===== src/hdl/gkg_pkg.sv =====
`timescale 1ns / 1ps
// ----------------------------------------------------------------------------
// gkg_pkg: shared types and constants of the Gaussian kernel generator
// Sequencer states, the divider request bundle, fixed-point constants and step counts.
// ----------------------------------------------------------------------------
package gkg_pkg;

    localparam logic [31:0] ONE_Q31      = 32'h8000_0000;
    localparam logic [64:0] HALF_Q31     = 65'h0_4000_0000;
    localparam logic [3:0]  TAYLOR_TERMS = 4'd13;
    localparam logic [2:0]  SQUARINGS    = 3'd5;
    localparam logic [6:0]  XQ_STEPS     = 7'd37;
    localparam logic [6:0]  TERM_STEPS   = 7'd32;
    localparam logic [6:0]  COEF_STEPS   = 7'd48;

    typedef enum logic [3:0] {
        ST_IDLE,
        ST_DEN,
        ST_TAP,
        ST_XDIV,
        ST_TMUL,
        ST_TDIV_GO,
        ST_TDIV,
        ST_SQ,
        ST_SQ_ACC,
        ST_WRITE,
        ST_RD,
        ST_CDIV_GO,
        ST_CDIV
    } gkg_state_t;

    typedef struct packed {
        logic        start;
        logic [37:0] rem_init;
        logic [63:0] bits;
        logic [6:0]  steps;
        logic [37:0] divisor;
    } gkg_div_req_t;

endpackage


===== src/hdl/gkg_div.sv =====
`timescale 1ns / 1ps
// ----------------------------------------------------------------------------
// gkg_div: serial restoring divider
// Shifts one dividend bit per cycle into the partial remainder, one quotient
// bit per cycle out. The remainder may be preloaded (must stay below divisor).
// ----------------------------------------------------------------------------
module gkg_div (
    input  logic                 aclk,
    input  logic                 aresetn,
    input  gkg_pkg::gkg_div_req_t req,
    output logic                 busy,
    output logic [63:0]          quotient
);
    import gkg_pkg::*;

    logic        busy_reg;
    logic [37:0] rem_reg;
    logic [63:0] bits_reg;
    logic [63:0] q_reg;
    logic [6:0]  cnt_reg;
    logic [37:0] div_reg;

    logic [38:0] trial;
    logic        fits;

    assign trial = {rem_reg, bits_reg[63]};
    assign fits  = trial >= {1'b0, div_reg};

    always_ff @(posedge aclk) begin
        if (!aresetn) begin
            busy_reg <= 1'b0;
        end else if (req.start) begin
            busy_reg <= 1'b1;
        end else if (busy_reg && cnt_reg == 7'd1) begin
            busy_reg <= 1'b0;
        end
    end

    always_ff @(posedge aclk) begin
        if (req.start) begin
            rem_reg  <= req.rem_init;
            bits_reg <= req.bits;
            q_reg    <= '0;
            cnt_reg  <= req.steps;
            div_reg  <= req.divisor;
        end else if (busy_reg) begin
            rem_reg  <= fits ? 38'(trial - {1'b0, div_reg}) : trial[37:0];
            bits_reg <= {bits_reg[62:0], 1'b0};
            q_reg    <= {q_reg[62:0], fits};
            cnt_reg  <= cnt_reg - 7'd1;
        end
    end

    assign busy     = busy_reg;
    assign quotient = q_reg;

endmodule

===== config.mk =====
export PLATFORM = sky130hd
export DESIGN_NAME = gkg_div
export DESIGN_NICKNAME = d
export VERILOG_FILES = /design/src/hdl/gkg_pkg.sv /design/src/hdl/gkg_div.sv
export SDC_FILE = /design/constraint.sdc
export NUM_CORES = 1
export LEC_CHECK = 0
export ABC_CLOCK_PERIOD_IN_PS = 3700
export BUFFER_PORTS_ARGS = -buffer_cell sky130_fd_sc_hd__buf_2
export CORE_ASPECT_RATIO = 0.75
export CORE_MARGIN = 4
export CORE_UTILIZATION = 54
export CTS_BUF_LIST = sky130_fd_sc_hd__clkbuf_16
export CTS_CLUSTER_DIAMETER = 150
export DETAILED_ROUTE_END_ITERATION = 8
export HOLD_SLACK_MARGIN = 0.12
export PLACE_DENSITY = 0.86
export SKIP_LAST_GASP = 1
export SLEW_MARGIN = 20
export SYNTH_ARGS = -nofsm -noshare
export SYNTH_HDL_FRONTEND = slang
export SYNTH_SLANG_ARGS = --single-unit

===== constraint.sdc =====
create_clock -name aclk -period 3.7 [get_ports aclk]
set_input_delay 0.185 -clock aclk [delete_from_list [all_inputs] [get_ports aclk]]
set_output_delay 0.185 -clock aclk [all_outputs]
set_load 0.1 [all_outputs]

==> flow_metrics.env <==
export IMPL_worstReg2RegEnd="rem_reg[36]"
export IMPL_worstSetupPathType="reg2reg"
export IMPL_crit_slowest_cell="or4_1"
export IMPL_antenna_found_initial=2
export IMPL_route_vias_total=8652
export IMPL_min_from="req[144]"
export IMPL_finalWorstSetupSlack_ns=0.05776
export IMPL_worstHoldEndpoint="rem_reg[35]"
export IMPL_io_pins=215
export IMPL_cts_root_buf="clkbuf_16"
export IMPL_synthArstFlopShare_pct=0
export IMPL_post_route_period_util_pct=98.44
export IMPL_required_ns=3.95
export IMPL_path_cells="inv_1 > ha_1 > fa_1 > nand2b_1 > a21o_1 > nand2_1 > a221o_1 > a21oi_1 > o211a_1 > o21bai_1 > a31oi_1 > o2111a_1 > or4_1"
export IMPL_yosysWarnings=0
export IMPL_synth_edf_count=147
export IMPL_pre_cts_slack_ns=0.1894
export IMPL_grt_max_degree=105
export IMPL_reg2reg_from="bits_reg[63]"
export IMPL_peakVddDrop_v=0.0005959
export IMPL_ant_nets=0
export IMPL_grt_overflow=0
export IMPL_final_area_um2=14260
export IMPL_power_density_nw_per_um2=570.0
export IMPL_synthFlopType="edfxtp_1"
export IMPL_port_buffers=214
export IMPL_fmax_ghz=0.2746
export IMPL_cp_arrival_ns=3.89
export IMPL_vias_per_cell=5.625
export IMPL_hold_viol_final=0
export IMPL_p_leak_nw=6.141
export IMPL_maxSlewViolCount=0
export IMPL_hp_class="in2reg"
export IMPL_r2r_setup_slack_ns=0.06
export IMPL_fin_crit_ns=3.642
export IMPL_avgSynthCellArea_um2=11.75
export IMPL_setup_tns_ns=0
export IMPL_yosys_area_top_type="edfxtp_1"
export IMPL_setup_worst_path_start="bits_reg[63]"
export IMPL_synthMostInstantiatedCell="edfxtp_1"
export IMPL_slowest_delay_ns=0.52
export IMPL_fp_coreArea_um2=19430
export IMPL_fin_nets=1455
export IMPL_hpwlAfterDp_um=17190
export IMPL_r2r_cells=13
export IMPL_synth_common_cells="edfxtp_1 (147), mux2_2 (104), nor2_1 (94)"
export IMPL_grt_pass1_wl_um=45220
export IMPL_drive_gt1_share_pct=29.45
export IMPL_synth_top_cell_area_share_pct=41.24
export IMPL_synthesis_area_um2=10700
export IMPL_rows=44
export IMPL_yosys_top_cells_area="edfxtp_1 (41%), dfxtp_1 (12%), mux2_2 (11%)"
export IMPL_grt_pass1_vias=8767
export IMPL_dp_cells=1345
export IMPL_drv_cap=0
export IMPL_wire_per_inst_um=18.97
export IMPL_area_growth_pct=33.21
export IMPL_cts_max_path_buffers=3
export IMPL_cp_end_kind="register"
export IMPL_worst_slew_pin_slew_ns=0.6552
export IMPL_ctsHtreeMaxLevel=1
export IMPL_die_w_um=170.6
export IMPL_clk_latency_ns=0.51
export IMPL_path_clk_slew_ns=0.07
export IMPL_synth_cells=911
export IMPL_synth_nets=1102
export IMPL_totalWireLength_um=29180
export IMPL_grt_use_total_pct=25.36
export IMPL_slew_headroom_pct=56.32
export IMPL_rsz0062_at_grt="true"
export IMPL_firstDrtPassIters=6
export IMPL_place_area_um2=12030
export IMPL_numCtsBuffers=22
export IMPL_seq_area_frac_synth_pct=53.40
export IMPL_die_h_um=129.9
export IMPL_clock_sinks=212
export IMPL_drcViolationCount=0
export IMPL_synth_seq_cells=212
export IMPL_fin_hold_ws_ns=0.1616
export IMPL_status="complete, no violations"
export IMPL_dieArea_um2=22160
export IMPL_clock_skew_ns=0.01127
export IMPL_place_gp_congestion=0.9177
export IMPL_crit_path_start_kind="register"
export IMPL_ys_types=60
export IMPL_first_iter_violations=740
export IMPL_setup_violations=0
export IMPL_finalNonFillerCells=1538
export IMPL_cts_tree="built"
export IMPL_hold_depth=3
export IMPL_cp_max_fo=5
export IMPL_initial_utilization_pct=55.07
## final cells by class
class	instances	area (um2)
diodes	5	12.51
clock buffers	26	650.6
clock inverters	14	81.33
fillers	1222	5176
inverters	49	183.9
multi-input cells	606	4629
flip-flops and latches	212	5719
well taps	253	316.6
repair buffers	373	2664
## worst max-delay path, delay by kind of cell (launching register included)
| family | cells | cell delay, ns |
|---|---|---|
| adders and majority gates | 2 | 0.64 |
| AOI/OAI and AO/OA | 7 | 1.51 |
| buffers and inverters | 1 | 0.05 |
| DFF | 1 | 0.35 |
| and+or+nand+nor | 3 | 0.84 |
## per-layer routing
metal  vias up  GRT usage, %  part of all wire (%)
li1       4035             -                     -
met1      4122         32.39                    40
met2       406         43.54                    49
met3        89         4.967                   7.0
met4         0         8.967                   3.7
met5         -             0                     0
## worst max path at each step
stage / end / slack (ns)
2_1_floorplan: bits_reg[0] / 0.40
6_report: rem_reg[36] / 0.06
4_1_cts: rem_reg[36] / 0.14
3_5_place_dp: rem_reg[36] / 0.19
3_3_place_gp: rem_reg[36] / 0.32
5_1_grt: rem_reg[36] / -0.06
## where the power goes
group | switching, W | leakage (nW) | internal, W
registers | 0.000164 | 1.99 | 0.00291
clock network | 0.000979 | 0.379 | 0.00127
logic | 0.00148 | 3.77 | 0.00133
total | 0.00262 | 6.14 | 0.00551
## stage by stage
step / power (W) / utilization [%]
3_5_place_dp: 0.005634 / 61.89
5_1_grt: 0.008515 / 73.33
2_1_floorplan: 0.005044 / -
6_report: 0.008127 / 73.36
3_3_place_gp: 0.005553 / 61.89
4_1_cts: 0.007997 / 73.18
## cell families (layout without fill, tap and decap cells)
| logic type | Yosys count | in the layout | synth area share [%] |
|---|---|---|---|
| DFF | 212 | 212 | 53.40 |
| and+or+nand+nor | 212 | 212 | 9.516 |
| muxes | 170 | 170 | 17.21 |
| AOI/OAI and AO/OA | 150 | 150 | 8.861 |
| buffers and inverters | 93 | 462 | 3.449 |
| adders and majority gates | 41 | 41 | 4.863 |
| xor gates and xnor gates | 33 | 33 | 2.701 |
| other | 0 | 5 | 0 |
## timing repair
item,4_1_cts,5_1_grt
hold buffers,146,0
resized for setup,0,2
setup endpoints to repair,0,24
setup buffers,0,2
hold endpoints to repair,146,0
## layout by cell type (no fill, tap or decap), types with 5 or more instances in the layout
master and instances:
nor3_1 14, dlygate4sd3_1 146, diode_2 5, a211oi_1 5, mux2_2 104, clkbuf_16 26
edfxtp_1 147, nand2_1 33, nand4_1 5, o21ai_0 35, ha_1 40, inv_1 51
nor2b_1 13, nor4b_1 6, dfxtp_1 64, buf_4 11, o21bai_1 6, xnor2_1 21
nand2b_1 9, nor4_1 8, mux2i_1 64, a21o_1 23, nand3_1 6, buf_2 213
a21oi_1 42, nor2_1 94, xor2_1 12, a31oi_1 10
Power figures use the tool's default switching activity.
